File: config.mk
export PLATFORM = sky130hd
export DESIGN_NAME = wbps_verdict
export DESIGN_NICKNAME = d
export VERILOG_FILES = /design/src/hdl/wbps_pkg.sv /design/src/hdl/wbps_verdict.sv
export SDC_FILE = /design/constraint.sdc
export NUM_CORES = 1
export LEC_CHECK = 0
export BUFFER_PORTS_ARGS = -buffer_cell sky130_fd_sc_hd__buf_2
export CAP_MARGIN = 15
export CORE_MARGIN = 5
export CORE_UTILIZATION = 50
export DETAILED_ROUTE_END_ITERATION = 7
export PLACE_DENSITY = 0.77
export SYNTH_ARGS = -nofsm -noshare
export SYNTH_HDL_FRONTEND = slang
export SYNTH_SLANG_ARGS = --single-unit
File: constraint.sdc
create_clock -name clk -period 11.6 [get_ports clk]
set_input_delay 0.58 -clock clk [delete_from_list [all_inputs] [get_ports clk]]
set_output_delay 0.58 -clock clk [all_outputs]
set_load 0.02 [all_outputs]
File: src/hdl/wbps_pkg.sv
package wbps_pkg;

	localparam int PATTERN_MAX = 256;
	localparam int IDX_W = (PATTERN_MAX > 1) ? $clog2(PATTERN_MAX) : 1;
	localparam int LEN_W = 9;
	localparam int LEN_EFF_W = $clog2(PATTERN_MAX + 1);
	localparam int SEL_W = ((IDX_W > 8) ? IDX_W : 8) + 1;
	localparam int CNT_W = 32;
	localparam int GROUP = 16;
	localparam int GROUPS = (PATTERN_MAX + GROUP - 1) / GROUP;
	localparam int ADDR_W = 3;
	localparam int DATA_W = 32;

	localparam logic REQ_LOAD = 1'b0;
	localparam logic REQ_BYTE = 1'b1;

	localparam logic REG_PATTERN_LENGTH = 1'b0;

	typedef struct packed {
		logic       shift;
		logic       rotate;
		logic       load;
		logic [7:0] wr_byte;
		logic       wr_care;
	} cell_ctrl_t;

	typedef struct packed {
		logic             empty;
		logic             enough;
		logic             last;
		logic [CNT_W-1:0] start;
	} meta_t;

endpackage

File: src/hdl/wbps_verdict.sv
module wbps_verdict (
	input  logic                                  clk,
	input  logic                                  arst_n,
	input  logic                                  take,
	input  logic [wbps_pkg::PATTERN_MAX-1:0]      mism,
	input  wbps_pkg::meta_t                       meta,
	output logic                                  slot_free,
	output logic                                  out_valid,
	input  logic                                  out_ready,
	output logic                                  found,
	output logic [wbps_pkg::CNT_W-1:0]            match_offset
);

	logic                               v1_q;
	logic [wbps_pkg::PATTERN_MAX-1:0]   mism_s1;
	wbps_pkg::meta_t                    meta_s1;
	logic                               v2_q;
	logic [wbps_pkg::GROUPS-1:0]        grp_s2;
	logic [wbps_pkg::GROUPS-1:0]        grp_d;
	wbps_pkg::meta_t                    meta_s2;
	logic                               rep_q;
	logic                               out_valid_q;
	logic                               found_q;
	logic [wbps_pkg::CNT_W-1:0]         offset_q;
	logic                               hit2;
	logic                               produce2;
	logic                               out_free;
	logic                               adv1;
	logic                               adv2;

	always_comb begin
		grp_d = '0;
		for (int g = 0; g < wbps_pkg::GROUPS; g++) begin
			for (int b = 0; b < wbps_pkg::GROUP; b++) begin
				if (g * wbps_pkg::GROUP + b < wbps_pkg::PATTERN_MAX) begin
					grp_d[g] = grp_d[g] | mism_s1[g * wbps_pkg::GROUP + b];
				end
			end
		end
	end

	assign hit2      = meta_s2.empty || (meta_s2.enough && !(|grp_s2));
	assign produce2  = !rep_q && (hit2 || meta_s2.last);
	assign out_free  = !out_valid_q || out_ready;
	assign adv2      = v2_q && (!produce2 || out_free);
	assign adv1      = v1_q && (!v2_q || adv2);
	assign slot_free = !v1_q || adv1;

	always_ff @(posedge clk or negedge arst_n) begin
		if (!arst_n) begin
			v1_q        <= 1'b0;
			v2_q        <= 1'b0;
			rep_q       <= 1'b0;
			out_valid_q <= 1'b0;
		end else begin
			if (take) begin
				v1_q <= 1'b1;
			end else if (adv1) begin
				v1_q <= 1'b0;
			end
			if (adv1) begin
				v2_q <= 1'b1;
			end else if (adv2) begin
				v2_q <= 1'b0;
			end
			if (adv2) begin
				rep_q <= meta_s2.last ? 1'b0 : (rep_q || hit2);
			end
			if (adv2 && produce2) begin
				out_valid_q <= 1'b1;
			end else if (out_ready) begin
				out_valid_q <= 1'b0;
			end
		end
	end

	always_ff @(posedge clk) begin
		if (take) begin
			mism_s1 <= mism;
			meta_s1 <= meta;
		end
		if (adv1) begin
			grp_s2  <= grp_d;
			meta_s2 <= meta_s1;
		end
		if (adv2 && produce2) begin
			found_q  <= hit2;
			offset_q <= hit2 ? meta_s2.start : '0;
		end
	end

	assign out_valid    = out_valid_q;
	assign found        = found_q;
	assign match_offset = offset_q;

endmodule

* Word level (Yosys, flattened, before mapping) *
Cells that the tools add are included.
W data, S select, Z words.

storage, ports and cells
  flip-flop bits (word level) = 379
  input port bits = 295
  output and inout port bits = 35
  word-level logic and storage cells = 285

cells by class
  muxes and demuxes = 7
  bitwise operators = 240
  reduce and logical (&&, ||, !) cells = 22

operators with widths
  kind                 count
  $or A1 B1 Y1         240
  $reduce_or A16 Y1    1
  $logic_or A1 B1 Y1   7
  $mux W1              7
  $logic_not A1 Y1     6
  $reduce_bool A2 Y1   3
  $logic_and A1 B1 Y1  5

* Longest topological paths before layout *
  word-level depth = 15
  depth in mapped cells = 5
  depth with buffers taken out = 4

* Worst setup path after synthesis *
No wires, ideal clock.

  path type = register -> register
  from = reg grp_s2[3] (netlist name)
  to = reg found_q, in the netlist found, enable pin
  setup time = 0.471 ns
  arrival = 3.658 ns
  required time = 11.129 ns
  slack = 7.471 ns
  stages on the path, launching flop included = 5
  path buffers = 0
  period minus slack after synthesis = 4.129 ns
  cells stage by stage = edfxtp_1 > or4_4 > nor3_4 > a211oi_2 > nor3b_1

between the ends
  word-level cells in the longest chain between the ends = 10

RTL lines
  element                   RTL line            source
  start: declaration        wbps_verdict.sv:18  logic [wbps_pkg::GROUPS-1:0] grp_s2;
  start signal: assignment  wbps_verdict.sv:83  grp_s2 <= grp_d;
  $reduce_or A16 Y1 *       wbps_verdict.sv:42  assign hit2 = meta_s2.empty || (meta_s2.enough && !(|grp_s2));
  $logic_not A1 Y1 *        wbps_verdict.sv:42
  $logic_and A1 B1 Y1 *     wbps_verdict.sv:42
  $logic_or A1 B1 Y1 *      wbps_verdict.sv:42
  $logic_or A1 B1 Y1 *      wbps_verdict.sv:43  assign produce2 = !rep_q && (hit2 || meta_s2.last);
  $logic_and A1 B1 Y1 *     wbps_verdict.sv:43
  $logic_not A1 Y1          wbps_verdict.sv:45  assign adv2 = v2_q && (!produce2 || out_free);
  $logic_or A1 B1 Y1        wbps_verdict.sv:45
  $logic_and A1 B1 Y1       wbps_verdict.sv:45
  $logic_and A1 B1 Y1 *     wbps_verdict.sv:86  if (adv2 && produce2) begin
  end signal: assignment    wbps_verdict.sv:87  found_q <= hit2;
  end: declaration          wbps_verdict.sv:23  logic found_q;

Mark *: on every way between the ends. The rest lies on a longest branch, timed or not.
A chain may end at the register's enable or synchronous reset.

* Worst setup path after layout *
  from = reg grp_s2[3] (netlist name)
  to = out slot_free

between the ends
  word-level cells in the longest chain between the ends = 12

RTL lines
  element              RTL line            source
  $reduce_or A16 Y1    wbps_verdict.sv:42
  $logic_not A1 Y1     wbps_verdict.sv:42
  $logic_and A1 B1 Y1  wbps_verdict.sv:42
  $logic_or A1 B1 Y1   wbps_verdict.sv:42
  $logic_or A1 B1 Y1   wbps_verdict.sv:43
  $logic_and A1 B1 Y1  wbps_verdict.sv:43
  $logic_not A1 Y1     wbps_verdict.sv:45
  $logic_or A1 B1 Y1   wbps_verdict.sv:45
  $logic_and A1 B1 Y1  wbps_verdict.sv:45
  $logic_or A1 B1 Y1   wbps_verdict.sv:46  assign adv1 = v1_q && (!v2_q || adv2);
  $logic_and A1 B1 Y1  wbps_verdict.sv:46
  $logic_or A1 B1 Y1   wbps_verdict.sv:47  assign slot_free = !v1_q || adv1;
  end: declaration     wbps_verdict.sv:7   output logic slot_free,

Every way passes these cells.

==> summary.json <==
{
  "grt_pass1_wl": {"value": 34.0, "unit": "mm"},
  "fin_nets": {"value": 1180},
  "worst_skew_pair.late_latency": {"value": 0.51, "unit": "ns"},
  "final_hold_viol_count": {"value": 0},
  "power-per-cell-area": {"value": 192, "unit": "mW/mm^2"},
  "report.final.setup_viol": {"value": 0},
  "largest_net_degree_at_the_start_of_global_routing": {"value": 109},
  "detailedRoute.firstIterationViolations": {"value": 434},
  "core_area": {"value": 0.0242, "unit": "mm^2"},
  "place_hpwl": {"value": 16.1, "unit": "mm"},
  "placement_rows": {"value": 57},
  "cp.arrival": {"value": 2.21, "unit": "ns"},
  "rsz0062_at_grt": {"value": "no"},
  "drtPass1Iterations": {"value": 5},
  "avgSynthCellArea": {"value": 23.8, "unit": "um^2"},
  "postLayoutCoreUtil": {"value": 0.642},
  "design.die.area": {"value": 0.0278, "unit": "mm^2"},
  "drc_errors": {"value": 0},
  "syn2layout_area_growth": {"value": 27.0, "unit": "%"},
  "nFillCells": {"value": 1617},
  "max-clock-path-buffers": {"value": 3},
  "worst-path-max-fanout": {"value": 6},
  "netlist_instances": {"value": 516},
  "detail_route.vias_per_cell": {"value": 4.89},
  "max_slew.worst_pin.slew": {"value": 1.14, "unit": "ns"},
  "floorplan.die.width": {"value": 167, "unit": "um"},
  "worstPathRequired": {"value": 11.02, "unit": "ns"},
  "cts.root.buffer_cell": {"value": "sky130_fd_sc_hd__clkbuf_16"},
  "final_max_slew_viol_count": {"value": 0},
  "final.period_utilization": {"value": 0.241},
  "drtAntennaViolNets": {"value": 0},
  "postSynth.topFlopCell": {"value": "sky130_fd_sc_hd__edfxtp_1"},
  "synth.ff_latch_count": {"value": 379},
  "setup.worst_path.class": {"value": "reg -> out"},
  "fin_crit": {"value": 2.79, "unit": "ns"},
  "synth_seq_area_share": {"value": 0.927},
  "tritoncts_clock_tree": {"value": "yes"},
  "hold_slack": {"value": 0.240, "unit": "ns"},
  "place_congestion": {"value": 0.777},
  "num_vias": {"value": 6068},
  "worst_setup_path_end_kind": {"value": "output port"},
  "chipHeight": {"value": 167, "unit": "um"},
  "grt_usage": {"value": 0.159},
  "number_of_enable_type_register_cells_in_the_synthesized_netlist": {"value": 375},
  "worstHoldPathType": {"value": "in -> reg"},
  "pre_cts_slack": {"value": 8.99, "unit": "ns"},
  "timing.final.ws_setup": {"value": 8.81, "unit": "ns"},
  "r2r_end": {"value": "grp_s2[4]"},
  "routed_wire_length_per_instance": {"value": 18.5, "unit": "um"},
  "vdd_drop_max": {"value": 135, "unit": "uV"},
  "hold-path-endpoint": {"value": "meta_s1[24]"},
  "max_cap_violations": {"value": 0},
  "synthArstFlopShare": {"value": 0.0106},
  "top_level_ports": {"value": 330},
  "max_slew_margin": {"value": 0.243},
  "p_leak": {"value": 0.00576, "unit": "uW"},
  "start_util": {"value": 0.506},
  "ys_warn_count": {"value": 0},
  "place.port_buffers": {"value": 329},
  "hp-start": {"value": "meta[24]"},
  "synth.cell_area": {"value": 0.0123, "unit": "mm^2"},
  "clock_skew": {"value": 0.0134, "unit": "ns"},
  "crit_path_start_kind": {"value": "flop"},
  "status": {"value": "complete, no violations"},
  "hold_path_depth": {"value": 1},
  "synth_cell_types": {"value": 23},
  "drive_above_1_share": {"value": 0.430},
  "cts.sinks": {"value": 379},
  "fmax": {"value": 358, "unit": "MHz"},
  "r2r_slack": {"value": 9.26, "unit": "ns"},
  "number_of_antenna_violations_at_the_first_check_in_global_routing": {"value": 3},
  "setup-tns-final": {"value": 0, "unit": "ns"},
  "grt.overflow.total": {"value": 0},
  "ctsHtreeMaxLevel": {"value": 2},
  "cts-buffers-inserted": {"value": 36},
  "first_global_vias": {"value": 6390},
  "cts.clk_slew.worst_paths": {"value": 0.07, "unit": "ns"},
  "r2r_cells": {"value": 5},
  "critical_path.reg2reg.startpoint": {"value": "meta_s2[33]"},
  "synthesis.nets": {"value": 811},
  "overall_routed_net_length": {"value": 22.9, "unit": "mm"}
}
[synthesized netlist by cell type (2+ instances only)]
cell / n / area share
sky130_fd_sc_hd__nand4_1: 16 / 0.0082
sky130_fd_sc_hd__nor4_1: 65 / 0.033
sky130_fd_sc_hd__o21ai_0: 2 / 0.00082
sky130_fd_sc_hd__and2_1: 32 / 0.016
sky130_fd_sc_hd__inv_1: 2 / 0.00061
sky130_fd_sc_hd__nand2b_1: 2 / 0.0010
sky130_fd_sc_hd__buf_6: 3 / 0.0028
sky130_fd_sc_hd__edfxtp_1: 375 / 0.92
sky130_fd_sc_hd__and3_1: 2 / 0.0010
sky130_fd_sc_hd__dfrtp_1: 4 / 0.0082
[layout by cell type (no fill, tap or decap), types with 2 or more instances in the layout]
master	count
sky130_fd_sc_hd__clkinv_2	5
sky130_fd_sc_hd__bufinv_16	5
sky130_fd_sc_hd__clkinv_1	2
sky130_fd_sc_hd__and3_1	2
sky130_fd_sc_hd__clkinvlp_4	2
sky130_fd_sc_hd__clkbuf_8	2
sky130_fd_sc_hd__clkbuf_1	11
sky130_fd_sc_hd__inv_6	2
sky130_fd_sc_hd__buf_4	3
sky130_fd_sc_hd__clkbuf_16	37
sky130_fd_sc_hd__diode_2	3
sky130_fd_sc_hd__and2_1	32
sky130_fd_sc_hd__o21ai_0	2
sky130_fd_sc_hd__nand4_1	16
sky130_fd_sc_hd__nand2b_1	2
sky130_fd_sc_hd__nor4_1	65
sky130_fd_sc_hd__buf_2	328
sky130_fd_sc_hd__edfxtp_1	375
sky130_fd_sc_hd__dfrtp_1	4
sky130_fd_sc_hd__inv_1	2
[how the worst max path moves through the flow]
stage	from	endpoint	slack, ns
3_5_place_dp	meta_s2[33]	meta_s2[33]	8.99
4_1_cts	grp_s2[4]	slot_free	8.76
2_1_floorplan	grp_s2[3]	found	7.47
3_3_place_gp	take	meta_s1[10]	9.05
6_report	grp_s2[3]	slot_free	8.81
5_1_grt	grp_s2[4]	slot_free	8.65
[stage by stage]
step	cells	area (um^2)	power, uW
5_1_grt	1240	15600	3110
3_3_place_gp	1169	14300	1840
2_1_floorplan	516	12300	1750
6_report	1240	15600	3000
4_1_cts	1236	15500	3020
3_5_place_dp	1169	14300	1850
[sequential cells by signal, indices dropped and copies added (netlist names), 16 cells and up]
register / count
match_offset: 32
grp_s2: 16
meta_s1: 35
meta_s2: 35
mism_s1: 256
[layer usage]
| layer | track usage | share of wire | vias up |
|---|---|---|---|
| met4 | 0.0509 | 0.019 | 0 |
| met2 | 0.272 | 0.51 | 284 |
| met3 | 0.0462 | 0.088 | 36 |
| met5 | 0 | 0 | - |
| met1 | 0.199 | 0.38 | 2865 |
| li1 | - | - | 2883 |
[cell families after synthesis]
logic type | count (synthesis) | synth area share
AND/OR/NAND/NOR | 125 | 0.0650
AO/OA/AOI/OAI | 7 | 0.00500
buffers and inverters | 5 | 0.00337
flip-flops | 379 | 0.927
[layout make-up]
cell class,instances,area [um^2],area share
Timing Repair Buffer,334,1710,0.110
Multi-Input combinational cell,132,865,0.0555
Antenna cell,3,7.51,0.000482
Clock buffer,50,995,0.0639
Tap cell,324,405,0.0260
Sequential cell,379,11400,0.730
Inverter,2,7.51,0.000482
Clock inverter,16,215,0.0138
[timing repair]
action	in CTS	in global routing
endpoints found under the hold margin	4	0
hold buffers	1	0
buffers inserted	0	0
gates resized for setup	0	0
[worst max-delay path, cell delays in order, from the launching register on]
cell and delay [ns]:
sky130_fd_sc_hd__edfxtp_1 0.36, sky130_fd_sc_hd__or4_4 0.55, sky130_fd_sc_hd__nor3_4 0.16, sky130_fd_sc_hd__a211oi_2 0.16, sky130_fd_sc_hd__or3_1 0.32, sky130_fd_sc_hd__buf_2 0.17
[where the power goes]
group | internal (uW) | switching [uW]
Clock | 715 | 463
Sequential | 1640 | 29.6
Combinational | 61.0 | 87.0
Power figures use the tool's default switching activity.
