$ cat src/hdl/wbps_pkg.sv
package wbps_pkg;

	localparam int PATTERN_MAX = 256;
	localparam int IDX_W = (PATTERN_MAX > 1) ? $clog2(PATTERN_MAX) : 1;
	localparam int LEN_W = 9;
	localparam int LEN_EFF_W = $clog2(PATTERN_MAX + 1);
	localparam int SEL_W = ((IDX_W > 8) ? IDX_W : 8) + 1;
	localparam int CNT_W = 32;
	localparam int GROUP = 16;
	localparam int GROUPS = (PATTERN_MAX + GROUP - 1) / GROUP;
	localparam int ADDR_W = 3;
	localparam int DATA_W = 32;

	localparam logic REQ_LOAD = 1'b0;
	localparam logic REQ_BYTE = 1'b1;

	localparam logic REG_PATTERN_LENGTH = 1'b0;

	typedef struct packed {
		logic       shift;
		logic       rotate;
		logic       load;
		logic [7:0] wr_byte;
		logic       wr_care;
	} cell_ctrl_t;

	typedef struct packed {
		logic             empty;
		logic             enough;
		logic             last;
		logic [CNT_W-1:0] start;
	} meta_t;

endpackage

$ cat src/hdl/wbps_cell.sv
module wbps_cell (
	input  logic                  clk,
	input  wbps_pkg::cell_ctrl_t  ctrl,
	input  logic                  sel,
	input  logic                  active,
	input  logic [7:0]            data_in,
	output logic [7:0]            data_out,
	input  logic [7:0]            pat_in,
	input  logic                  care_in,
	output logic [7:0]            pat_out,
	output logic                  care_out,
	output logic                  mism
);

	logic [7:0] data_q;
	logic [7:0] pat_q;
	logic       care_q;

	always_ff @(posedge clk) begin
		if (ctrl.shift) begin
			data_q <= data_in;
		end
		if (ctrl.rotate) begin
			pat_q  <= pat_in;
			care_q <= care_in;
		end else if (ctrl.load && sel) begin
			pat_q  <= ctrl.wr_byte;
			care_q <= ctrl.wr_care;
		end
	end

	assign data_out = data_q;
	assign pat_out  = pat_q;
	assign care_out = care_q;
	assign mism     = active && care_q && (data_in != pat_q);

endmodule

$ cat config.mk
export PLATFORM = sky130hd
export DESIGN_NAME = wbps_cell
export DESIGN_NICKNAME = d
export VERILOG_FILES = /design/src/hdl/wbps_pkg.sv /design/src/hdl/wbps_cell.sv
export SDC_FILE = /design/constraint.sdc
export NUM_CORES = 1
export LEC_CHECK = 0
export ABC_AREA = 1
export BUFFER_PORTS_ARGS = -buffer_cell sky130_fd_sc_hd__buf_4
export CAP_MARGIN = 40
export CORE_AREA = 4 4 50 52
export CTS_CLUSTER_SIZE = 28
export DETAILED_ROUTE_END_ITERATION = 6
export DIE_AREA = 0 0 54 56
export GPL_TIMING_DRIVEN = 0
export MAX_ROUTING_LAYER = met4
export PLACE_DENSITY = 0.74
export SLEW_MARGIN = 15
export SYNTH_ARGS = -nofsm -noshare
export SYNTH_HDL_FRONTEND = slang
export SYNTH_SLANG_ARGS = --single-unit
$ cat constraint.sdc
create_clock -name clk -period 1.12 [get_ports clk]
set_input_delay 0.224 -clock clk [delete_from_list [all_inputs] [get_ports clk]]
set_output_delay 0.224 -clock clk [all_outputs]
set_load 0.01 [all_outputs]
After elaboration in Yosys (flattened, before gate mapping):

Index checks and enable logic that the tools add are counted.

* flip-flop bits (word level): 17
* bits in latches: 0
* RAM bits: 0
* bits in read-only memories: 0
* bits of input ports: 32
* output and inout bits: 18
* word-level logic and storage cells: 12
* memories kept: 0

* $add $sub $neg: 0
* multipliers: 0
* divide/modulo/power cells: 0
* order comparisons: 0
* eq/ne operators: 1
* shifts and indexed selects: 0
* muxes and demuxes: 4
* bitwise gates (word level): 0
* reductions and logical operators: 4

Operator list (number)
* 8-bit two-way mux: 2
* 8-bit inequality test: 1
* 1-bit logical AND: 3
* 1-bit two-way mux: 2
* 2-bit nonzero test: 1

Depth between registers and ports, before layout:

Gate-level depths: netlist (run 1).

* depth in word-level cells: 3
* mapped depth: 7
* mapped depth without buffers: 7

Worst setup path before layout (run 1):

OpenSTA, ideal clock, no wires.

* path type: flip-flop to output port
* start point: reg pat_q[5], in the netlist pat_out[5]
* end point: out mism
* data arrival time: 0.892 ns
* required time: 0.896 ns
* setup slack: 0.004 ns
* stages on the path, launching flop included: 8
* path buffers: 0
* cells stage by stage: edfxtp_1 > nand2_1 > inv_1 > nor2_1 > nor2_1 > nand2_1 > nor2_1 > nor2_1

* longest elaborated chain between the ends: 2

Ends and longest elaborated chain
* start: declaration: line wbps_cell.sv:16 `logic [7:0] pat_q;`
* start signal: assignment: line wbps_cell.sv:24 `pat_q <= pat_in;`
* start signal: assignment: line wbps_cell.sv:27 `pat_q <= ctrl.wr_byte;`
* 8-bit inequality test: line wbps_cell.sv:35 `assign mism = active && care_q && (data_in != pat_q);`
* 1-bit logical AND: line wbps_cell.sv:35
* end: declaration: line wbps_cell.sv:12 `output logic mism`

No other way between the ends.

Final worst setup path (run 1):

* start point: reg pat_q[1], in the netlist pat_out[1]
* end point: out mism

Same word-level chain as after synthesis.

==> results by group, run 1 <==
Yosys
  • Synthesized-area fraction occupied by and/or/nand/nor cells: 0.2906
  • Cell Area, Synth: around 800 um2
  • Flip-flop and latch count after synthesis: 17
  • Number of nets produced by synthesis: 126
  • Average footprint of a synthesized cell: approximately 8.5 um2
  • Count of unique library cells instantiated by Yosys: 6
  • Yosys warning count: 0
  • Mux contribution to synthesized area: 0
  • Sequential cell area fraction in the yosys report: 0.6375
  • Post-synthesis adder-cell area fraction: 0
  • Dominant combinational cell family by area after synthesis: simple AND/OR/NAND/NOR gates
  • Fraction of the mapped netlist area in compound gates: 0
  • Cells after synthesis: 94
  • Fraction of synthesized cell area in xor and xnor cells: 0

Outcome
  • Result of the run: complete, but fails checks
  • Violated checks: setup timing

Power
  • Clock network fraction of total power: 0.206
  • Largest voltage drop on the vdd net: 0.5181 mV
  • Sequential power share: 0.539
  • Internal Dissipation: 1.134 mW
  • Post-route total power: 1.505 mW
  • LEAKAGE: ~0.69 nW
  • Proportion of total power due to net switching: 0.2468
  • Net Sw Power: between 0.3 and 0.4 mW
  • Relative contribution of combinational cells to total power: 0.255
  • PD cells: between 1000 and 1500 mW/mm2

Critical path
  • Max incr delay on CP: 430 ps
  • Crit path kind: flop to output pin
  • Number of buffer and inverter instances along the worst setup path: 1
  • Critical path required time: 900 ps
  • Library cell appearing most often on the critical path: nor2_1
  • Crit-path max FO: 3
  • CP endpoint kind: output pin
  • Data arrival at the endpoint of the critical path: 1330 ps
  • Largest delay share family, worst path: simple AND/OR/NAND/NOR gates
  • Cell Chain, Critical Path: nor2_1 -> nor2_1 -> nor2_1 -> nand2_1 -> nor2_1 -> nor2_1 -> buf_4
  • Critical path's slowest cell: edfxtp_1
  • Category of the worst setup path launch point: flop

CTS
  • CTS tree: yes
  • Clock Root Buffer: clkbuf_4
  • Number of buffers inserted during clock tree synthesis: 3
  • Bufs on Longest Clock Path: 2
  • Clk pin slew, worst setup/hold paths: 90 ps
  • Count of H-tree levels built during CTS: 1
  • Number of clock sinks seen by CTS: 17
  • CTS Hold Bufs: 0

Layout
  • Fraction of final layout cells with drive strength greater than 1: 0.3800
  • Total area of sequential cells: 510.5 um2
  • Area of all placed cells without fillers: 0.001290 mm2
  • Filler-free cell count of the finished design: between 150 and 200
  • Antenna diode count: 0
  • Multi-input gate area in the final layout: about 230 um2
  • Number of filler cells placed in the layout: 181
  • Post-layout nets: 183
  • Area overhead of the layout relative to synthesis: 61.09%

Die
  • Placeable core area: 0.002106 mm2
  • Starting density of the core: 0.3803
  • Site Rows: 17
  • Chip Width: 54 um
  • Number of top-level design ports: 50
  • Die Span Y: 56 um
  • Die Outline Area: 0.003024 mm2

Drt
  • Post-detailed-route wirelength per cell: approximately 11 um
  • DRC violations left: 0
  • Final antenna-violating net count: 0
  • DR vias/cell: roughly 4.2
  • Violation count after the first detailed-routing iteration: 25
  • Total Wirelength: about 1900 um
  • First-pass iteration count of the detailed router: 4
  • DR vias: between 700 and 800

Timing
  • Final Slew Violations: 0
  • Worst-case headroom to the max-slew limit: 0.7762
  • Fin worst setup slack: -435.7 ps
  • Highest attainable clock frequency: 642.8 MHz
  • Setup repair after global routing missed its margin: yes
  • Slew at the pin closest to its max-slew limit: 334.8 ps
  • Part of the cycle the worst path needs: 1.389
  • Final Setup Violations: 5
  • Min Tclk post-route: 1556 ps
  • Final count of hold timing violations: 0
  • Setup total negative slack: -687.6 ps

Global route
  • Maximum number of pins on one net before global-route repair: 11
  • First-pass GRT wire length: 2642 um
  • Vias in the first global route: 677
  • Antenna violations before repair: 0
  • Total global routing track utilization: 0.1192
  • Global route overflow: 0

Placement
  • Cell total after placement: 170
  • Buffers added on ports: 48
  • Total placed instance area: about 0.0012 mm2
  • Post-DP HPWL: about 1500 um
  • Placer congestion estimate: between 0.6 and 0.7

Hold path
  • Hold Path Class: input port to flop

Run
  • Max-capacitance violation count: 0
==> cell usage after synthesis <==
cell type / n / share of area
nor2_1: 12 / 0.056
inv_2: 1 / 0.0047
edfxtp_1: 17 / 0.64
inv_1: 13 / 0.061
buf_2: 1 / 0.0062
nand2_1: 50 / 0.23
==> power groups by stage <==
stage          Sequential [mW]  Combinational [mW]  Clock (mW)
2_1_floorplan            0.849              0.0958           0
3_3_place_gp             0.818               0.320           0
3_5_place_dp             0.821               0.332           0
4_1_cts                  0.806               0.360       0.315
5_1_grt                  0.816               0.422       0.356
6_report                 0.811               0.384       0.310
==> registers in the layout (all words and copies together) (netlist names) <==
signal    count
care_out      1
data_out      8
pat_out       8
==> metal layers <==
metal	share of wire	vias to the layer above	GRT usage
li1	-	397	-
met1	0.37	303	0.1341
met2	0.49	48	0.1972
met3	0.13	2	0.02413
met4	0.011	0	0.05338
met5	0	-	-
==> final timing paths <==
path / startpoint / endpoint / cells after the start
setup / recovery: pat_out[1] / mism / 7
hold / removal: data_in[3] / data_out[3] / 1
==> metrics by stage <==
stage | utilization | hold slack [ps] | setup slack, ps
6_report | 0.6126 | 137.8 | -435.7
5_1_grt | 0.6126 | 111.5 | -554.5
4_1_cts | 0.5966 | 129.7 | -391.5
3_5_place_dp | 0.5680 | 422.9 | -83.51
3_3_place_gp | 0.5680 | 419.8 | -71.20
2_1_floorplan | - | 322.9 | 3.742
==> repair_timing <==
action,CTS,global route
buffers inserted,3,2
gates resized for setup,3,7
pin swaps,6,3
setup endpoints to repair,1,9
==> kinds of logic (layout without fill, tap and decap cells) <==
kind of cell	Yosys count	after routing
simple gates	62	62
flops	17	17
buf+inv	15	71
==> area by class of cell <==
class                   count  area share
well taps                  28     0.02716
plain buffers               1    0.003880
flip-flops and latches     17      0.3957
repair buffers             52      0.3317
multi-input cells          62      0.1804
clock buffers               4     0.02037
inverters                  14     0.04074
==> layout by cell type (no fill, tap or decap) <==
cell type	synthesis	routed
nand2_1	50	50
buf_4	0	42
edfxtp_1	17	17
inv_1	13	13
nor2_1	12	12
buf_6	0	10
clkbuf_4	0	3
buf_2	1	1
inv_2	1	1
clkbuf_1	0	1
No activity file was read; power rests on OpenSTA's default activity.
==> run 2, diff against run 1 <==
MAX_ROUTING_LAYER = not set   (was met4)
SKIP_LAST_GASP = 1   (was not set)
==> results by group, run 2 (synthesis gave the netlist of run 1 again) <==
Drt
  • Post-detailed-route wirelength per cell: 10.40 um (-1.3%)
  • First-pass iteration count of the detailed router: 4 (unchanged)
  • DRC violations left: 0 (unchanged)
  • DR vias/cell: 4.180 (-0.80%)
  • Total Wirelength: 1852 um (-1.3%)
  • Final antenna-violating net count: 0 (unchanged)
  • Violation count after the first detailed-routing iteration: 25 (unchanged)
  • DR vias: 744 (-0.80%)

Critical path
  • Cell Chain, Critical Path: nor2_1 -> nor2_1 -> nor2_1 -> nand2_1 -> nor2_1 -> nor2_1 -> buf_4
  • Critical path's slowest cell: edfxtp_1
  • Crit-path max FO: 3 (unchanged)
  • Crit path kind: flop to output pin
  • Critical path required time: 900 ps (about the same)
  • Number of buffer and inverter instances along the worst setup path: 1 (unchanged)
  • Category of the worst setup path launch point: flop
  • CP endpoint kind: output pin
  • Data arrival at the endpoint of the critical path: 1330 ps (about the same)
  • Max incr delay on CP: 430 ps (about the same)
  • Library cell appearing most often on the critical path: nor2_1
  • Largest delay share family, worst path: simple AND/OR/NAND/NOR gates

Power
  • Largest voltage drop on the vdd net: 0.5166 mV (-0.29%)
  • LEAKAGE: 0.6869 nW (-0.53%)
  • Post-route total power: 1.493 mW (-0.79%)
  • PD cells: 1168 mW/mm2 (about the same)

Layout
  • Antenna diode count: 0 (unchanged)
  • Number of filler cells placed in the layout: 186 (+2.8%)
  • Multi-input gate area in the final layout: 232.7 um2 (unchanged)
  • Post-layout nets: 183 (unchanged)
  • Total area of sequential cells: 510.5 um2 (unchanged)
  • Fraction of final layout cells with drive strength greater than 1: 0.3800 (unchanged)
  • Area overhead of the layout relative to synthesis: 59.69%
  • Commonest non-fill, non-tap cells in the layout: nand2_1, buf_4, edfxtp_1
  • Most frequent standard cell in the layout excluding fill and tap cells: nand2_1
  • Area of all placed cells without fillers: 0.001279 mm2 (-0.87%)

Run
  • Max-capacitance violation count: 0 (unchanged)

CTS
  • Number of buffers inserted during clock tree synthesis: 3 (unchanged)
  • Clk pin slew, worst setup/hold paths: 90 ps (about the same)
  • Bufs on Longest Clock Path: 2 (unchanged)
  • Clock Root Buffer: clkbuf_4
  • Count of H-tree levels built during CTS: 1 (unchanged)
  • Number of clock sinks seen by CTS: 17 (unchanged)
  • CTS tree: yes

Timing
  • Worst-case headroom to the max-slew limit: 0.7762 (unchanged)
  • Slew at the pin closest to its max-slew limit: 334.8 ps (-0.0003576 ps)
  • Min Tclk post-route: 1552 ps (-3.284 ps)
  • Setup total negative slack: -678.5 ps (+9.057 ps)
  • Hold WS: 138.6 ps (+0.8000 ps)
  • Final count of hold timing violations: 0 (unchanged)
  • Part of the cycle the worst path needs: 1.386 (-0.002932)
  • Final Setup Violations: 5 (unchanged)
  • Fin worst setup slack: -432.4 ps (+3.284 ps)
  • Setup repair after global routing missed its margin: yes
  • Final Slew Violations: 0 (unchanged)
  • Highest attainable clock frequency: 644.2 MHz (+0.21%)

Placement
  • Buffers added on ports: 48 (unchanged)
  • Post-DP HPWL: 1454 um (unchanged)
  • Placer congestion estimate: 0.6139 (-0.71%)
  • Total placed instance area: 0.001196 mm2 (unchanged)

Die
  • Die Span Y: 56 um (unchanged)
  • Die Outline Area: 0.003024 mm2 (unchanged)
  • Placeable core area: 0.002106 mm2 (unchanged)
  • Site Rows: 17 (unchanged)
  • Number of top-level design ports: 50 (unchanged)
  • Chip Width: 54 um (unchanged)
  • Starting density of the core: 0.3803 (unchanged)

Global route
  • Met2 demand-to-capacity share in global routing: 0.1938 (-0.003460)
  • Most Crowded Layer GR: met2
  • Met1 layer usage reported by global route: 0.1307 (-0.003396)
  • First-pass GRT wire length: 2587 um (-2.1%)
  • Maximum number of pins on one net before global-route repair: 11 (unchanged)
  • Vias in the first global route: 664 (-1.9%)
  • Antenna violations before repair: 0 (unchanged)
  • Met3 global-route usage: 0.02413 (unchanged)
  • Total global routing track utilization: 0.1140 (-0.005201)
  • Global route overflow: 0 (unchanged)

Hold path
  • Count of cells along the worst hold path: 1 (unchanged)
  • Hold Path Class: input port to flop
  • Startpoint of the worst hold path: data_in[3]
  • Hold Path Sink: data_out[3]

Outcome
  • Result of the run: complete, but fails checks
  • Violated checks: setup timing
-- run 2: cell count changes in the layout (fill, tap and decap cells not counted) --
cell,delta
buf_4,+3
buf_6,-3
-- run 2: per-layer routing --
| metal | part of all wire | wire length [um] |
|---|---|---|
| met5 | 0 | 0 |
| met1 | 0.38 | 703 |
| met3 | 0.12 | 226 |
| met2 | 0.49 | 901 |
| met4 | 0.011 | 21 |
-- run 2: worst max-delay path by stage --
| stage | from | end | slack (ps) | cells after the start |
|---|---|---|---|---|
| after floorplan | pat_out[5] | mism | 4 | 7 |
| after CTS | pat_out[4] | mism | -390 | 7 |
| after global routing | pat_out[1] | mism | -550 | 7 |
| final | pat_out[1] | mism | -430 | 7 |
| after global placement | pat_out[5] | mism | -70 | 7 |
| after detailed placement | pat_out[5] | mism | -80 | 7 |
-- run 2: final cells by class --
type                       instances  share of cell area
inverter                          14             0.04110
buffer                             1            0.003914
timing repair buffer              52              0.3258
tap                               28             0.02740
clock buffer                       4             0.02055
multi-input combinational         62              0.1820
sequential                        17              0.3992
-- run 2: power by group --
group / internal, mW / switching (mW) / total (mW)
clock network: 0.138 / 0.171 / 0.309
logic: 0.216 / 0.161 / 0.376
registers: 0.773 / 0.0350 / 0.808
total: 1.13 / 0.367 / 1.49
-- run 2: repair_timing --
item,CTS,global route
hold buffers,0,0
setup endpoints to repair,1,9
hold endpoints to repair,0,0
buffers inserted,3,2
resized for setup,0,7
pin swaps,5,3
-- run 2: metrics by stage --
step             util  setup WS, ps  cells
2_1_floorplan       -         3.742     94
3_3_place_gp   0.5680        -71.20    170
3_5_place_dp   0.5680        -83.51    170
4_1_cts        0.5912        -392.6    177
5_1_grt        0.6072        -554.5    178
6_report       0.6072        -432.4    178
==> run 3, diff against run 2 <==
clock period = 1.5 ns   (was 1.12 ns; I/O delays follow)
==> results by group, run 3 (synthesis gave the netlist of run 1 again) <==
Die
  • Placeable core area: 0.002106 mm2 (unchanged)
  • Chip Width: 54 um (unchanged)
  • Starting density of the core: 0.3803 (unchanged)
  • Die Span Y: 56 um (unchanged)
  • Site Rows: 17 (unchanged)
  • Die Outline Area: 0.003024 mm2 (unchanged)
  • Number of top-level design ports: 50 (unchanged)

Timing
  • Min Tclk post-route: 1635 ps
  • Fin worst setup slack: -135.5 ps (+296.9 ps)
  • Final count of hold timing violations: 0 (unchanged)
  • Final Slew Violations: 0 (unchanged)
  • Setup repair after global routing missed its margin: yes
  • Worst-case headroom to the max-slew limit: 0.7762 (unchanged)
  • Setup total negative slack: -135.5 ps (+543.1 ps)
  • Slew at the pin closest to its max-slew limit: 334.8 ps (+0.0003576 ps)
  • Final Setup Violations: 1 (-4)
  • Highest attainable clock frequency: 611.4 MHz
  • Part of the cycle the worst path needs: 1.090

CTS
  • Number of buffers inserted during clock tree synthesis: 3 (unchanged)
  • Bufs on Longest Clock Path: 2 (unchanged)
  • CTS Hold Bufs: 0 (unchanged)
  • CTS tree: yes
  • Number of clock sinks seen by CTS: 17 (unchanged)
  • Clk pin slew, worst setup/hold paths: 90 ps (about the same)
  • Clock Root Buffer: clkbuf_4
  • Count of H-tree levels built during CTS: 1 (unchanged)
  • Post-CTS Resized: 0 (unchanged)

Drt
  • Total Wirelength: 1842 um (-0.54%)
  • Final antenna-violating net count: 0 (unchanged)
  • Post-detailed-route wirelength per cell: 10.29 um (-1.1%)
  • Violation count after the first detailed-routing iteration: 33 (+32%)
  • DR vias: 751 (+0.94%)
  • DR vias/cell: 4.196 (+0.38%)
  • First-pass iteration count of the detailed router: 4 (unchanged)
  • DRC violations left: 0 (unchanged)

Global route
  • First-pass GRT wire length: 2587 um (unchanged)
  • Maximum number of pins on one net before global-route repair: 11 (unchanged)
  • Vias in the first global route: 664 (unchanged)
  • Global route overflow: 0 (unchanged)
  • Total global routing track utilization: 0.1140 (unchanged)
  • Antenna violations before repair: 0 (unchanged)

Placement
  • Buffers added on ports: 48 (unchanged)
  • Cell total after placement: 170 (unchanged)
  • Post-DP HPWL: 1454 um (unchanged)
  • Placer congestion estimate: 0.6139 (unchanged)
  • Total placed instance area: 0.001196 mm2 (unchanged)

Critical path
  • Crit path kind: flop to output pin
  • Category of the worst setup path launch point: flop
  • Critical path required time: 1200 ps (+300 ps)
  • Number of buffer and inverter instances along the worst setup path: 1 (unchanged)
  • Data arrival at the endpoint of the critical path: 1340 ps (about the same)
  • Critical path's slowest cell: edfxtp_1
  • Library cell appearing most often on the critical path: nor2_1
  • Crit-path max FO: 3 (unchanged)
  • Cell Chain, Critical Path: nor2_1 -> nor2_1 -> nor2_1 -> nand2_1 -> nor2_1 -> nor2_1 -> buf_4
  • Largest delay share family, worst path: simple AND/OR/NAND/NOR gates
  • CP endpoint kind: output pin
  • Max incr delay on CP: 430 ps (about the same)

Power
  • Largest voltage drop on the vdd net: 0.3843 mV (-26%)
  • Internal Dissipation: 0.8317 mW (-26%)
  • PD cells: 874.5 mW/mm2 (-25%)
  • Net Sw Power: 0.2701 mW (-26%)
  • Relative contribution of combinational cells to total power: 0.245 (-0.007)
  • Sequential power share: 0.546 (+0.005)
  • Proportion of total power due to net switching: 0.2452 (-0.0003506)
  • LEAKAGE: 0.6831 nW (-0.55%)
  • Clock network fraction of total power: 0.209 (+0.002)

Outcome
  • Result of the run: complete, but fails checks
  • Violated checks: setup timing

Layout
  • Antenna diode count: 0 (unchanged)
  • Area of all placed cells without fillers: 0.001260 mm2 (-1.5%)
  • Commonest non-fill, non-tap cells in the layout: buf_4, nand2_1, edfxtp_1
  • Area overhead of the layout relative to synthesis: 57.34%
  • Most frequent standard cell in the layout excluding fill and tap cells: buf_4
  • Number of filler cells placed in the layout: 189 (+1.6%)
  • Filler-free cell count of the finished design: 179 (+0.56%)
  • Post-layout nets: 184 (+0.55%)
  • Fraction of final layout cells with drive strength greater than 1: 0.3841 (+0.004106)

Hold path
  • Hold Path Class: input port to flop

Run
  • Max-capacitance violation count: 0 (unchanged)
[run 3: final timing paths]
kind | to | slack, ps | from | depth (start not counted)
setup / recovery | mism | -140 | pat_out[1] | 7
hold / removal | data_out[3] | 220 | data_in[3] | 1
[run 3: final cells by class]
cell class,count,area [um2],area share
repair buffers,53,397.9,0.3158
flip-flops and latches,17,510.5,0.4052
multi-input cells,62,232.7,0.1847
well taps,28,35.03,0.02781
clock buffers,4,26.28,0.02085
plain buffers,1,5.005,0.003972
inverters,14,52.55,0.04171
[run 3: power groups by stage]
stage / Sequential, mW / Combinational, mW / Clock [mW]
finish: 0.601 / 0.270 / 0.230
global route: 0.605 / 0.298 / 0.266
CTS: 0.601 / 0.262 / 0.235
detailed placement: 0.613 / 0.248 / 0
global placement: 0.611 / 0.239 / 0
floorplan: 0.634 / 0.0715 / 0
[run 3: through the flow]
stage,setup slack [ps],hold WS (ps),util,total power [mW]
global route,-250.5,187.5,0.5983,1.169
floorplan,307.7,398.9,-,0.7057
finish,-135.5,215.0,0.5983,1.102
detailed placement,211.7,498.9,0.5680,0.8612
CTS,-88.59,205.7,0.5912,1.098
global placement,232.8,495.8,0.5680,0.8502
[run 3: per-layer routing]
layer	share of wire	routed length (um)	up-vias	global-route usage
met5	0	0	-	0
met4	0.011	21	0	0.05338
met3	0.13	233	2	0.02413
met2	0.49	902	44	0.1938
met1	0.37	684	306	0.1307
li1	-	-	399	-
[run 3: repair_timing]
item                                    in CTS  in global routing
buffers inserted                             3                  2
pin swaps                                    5                  3
endpoints found under the setup margin       1                  1
cloned                                       0                  0
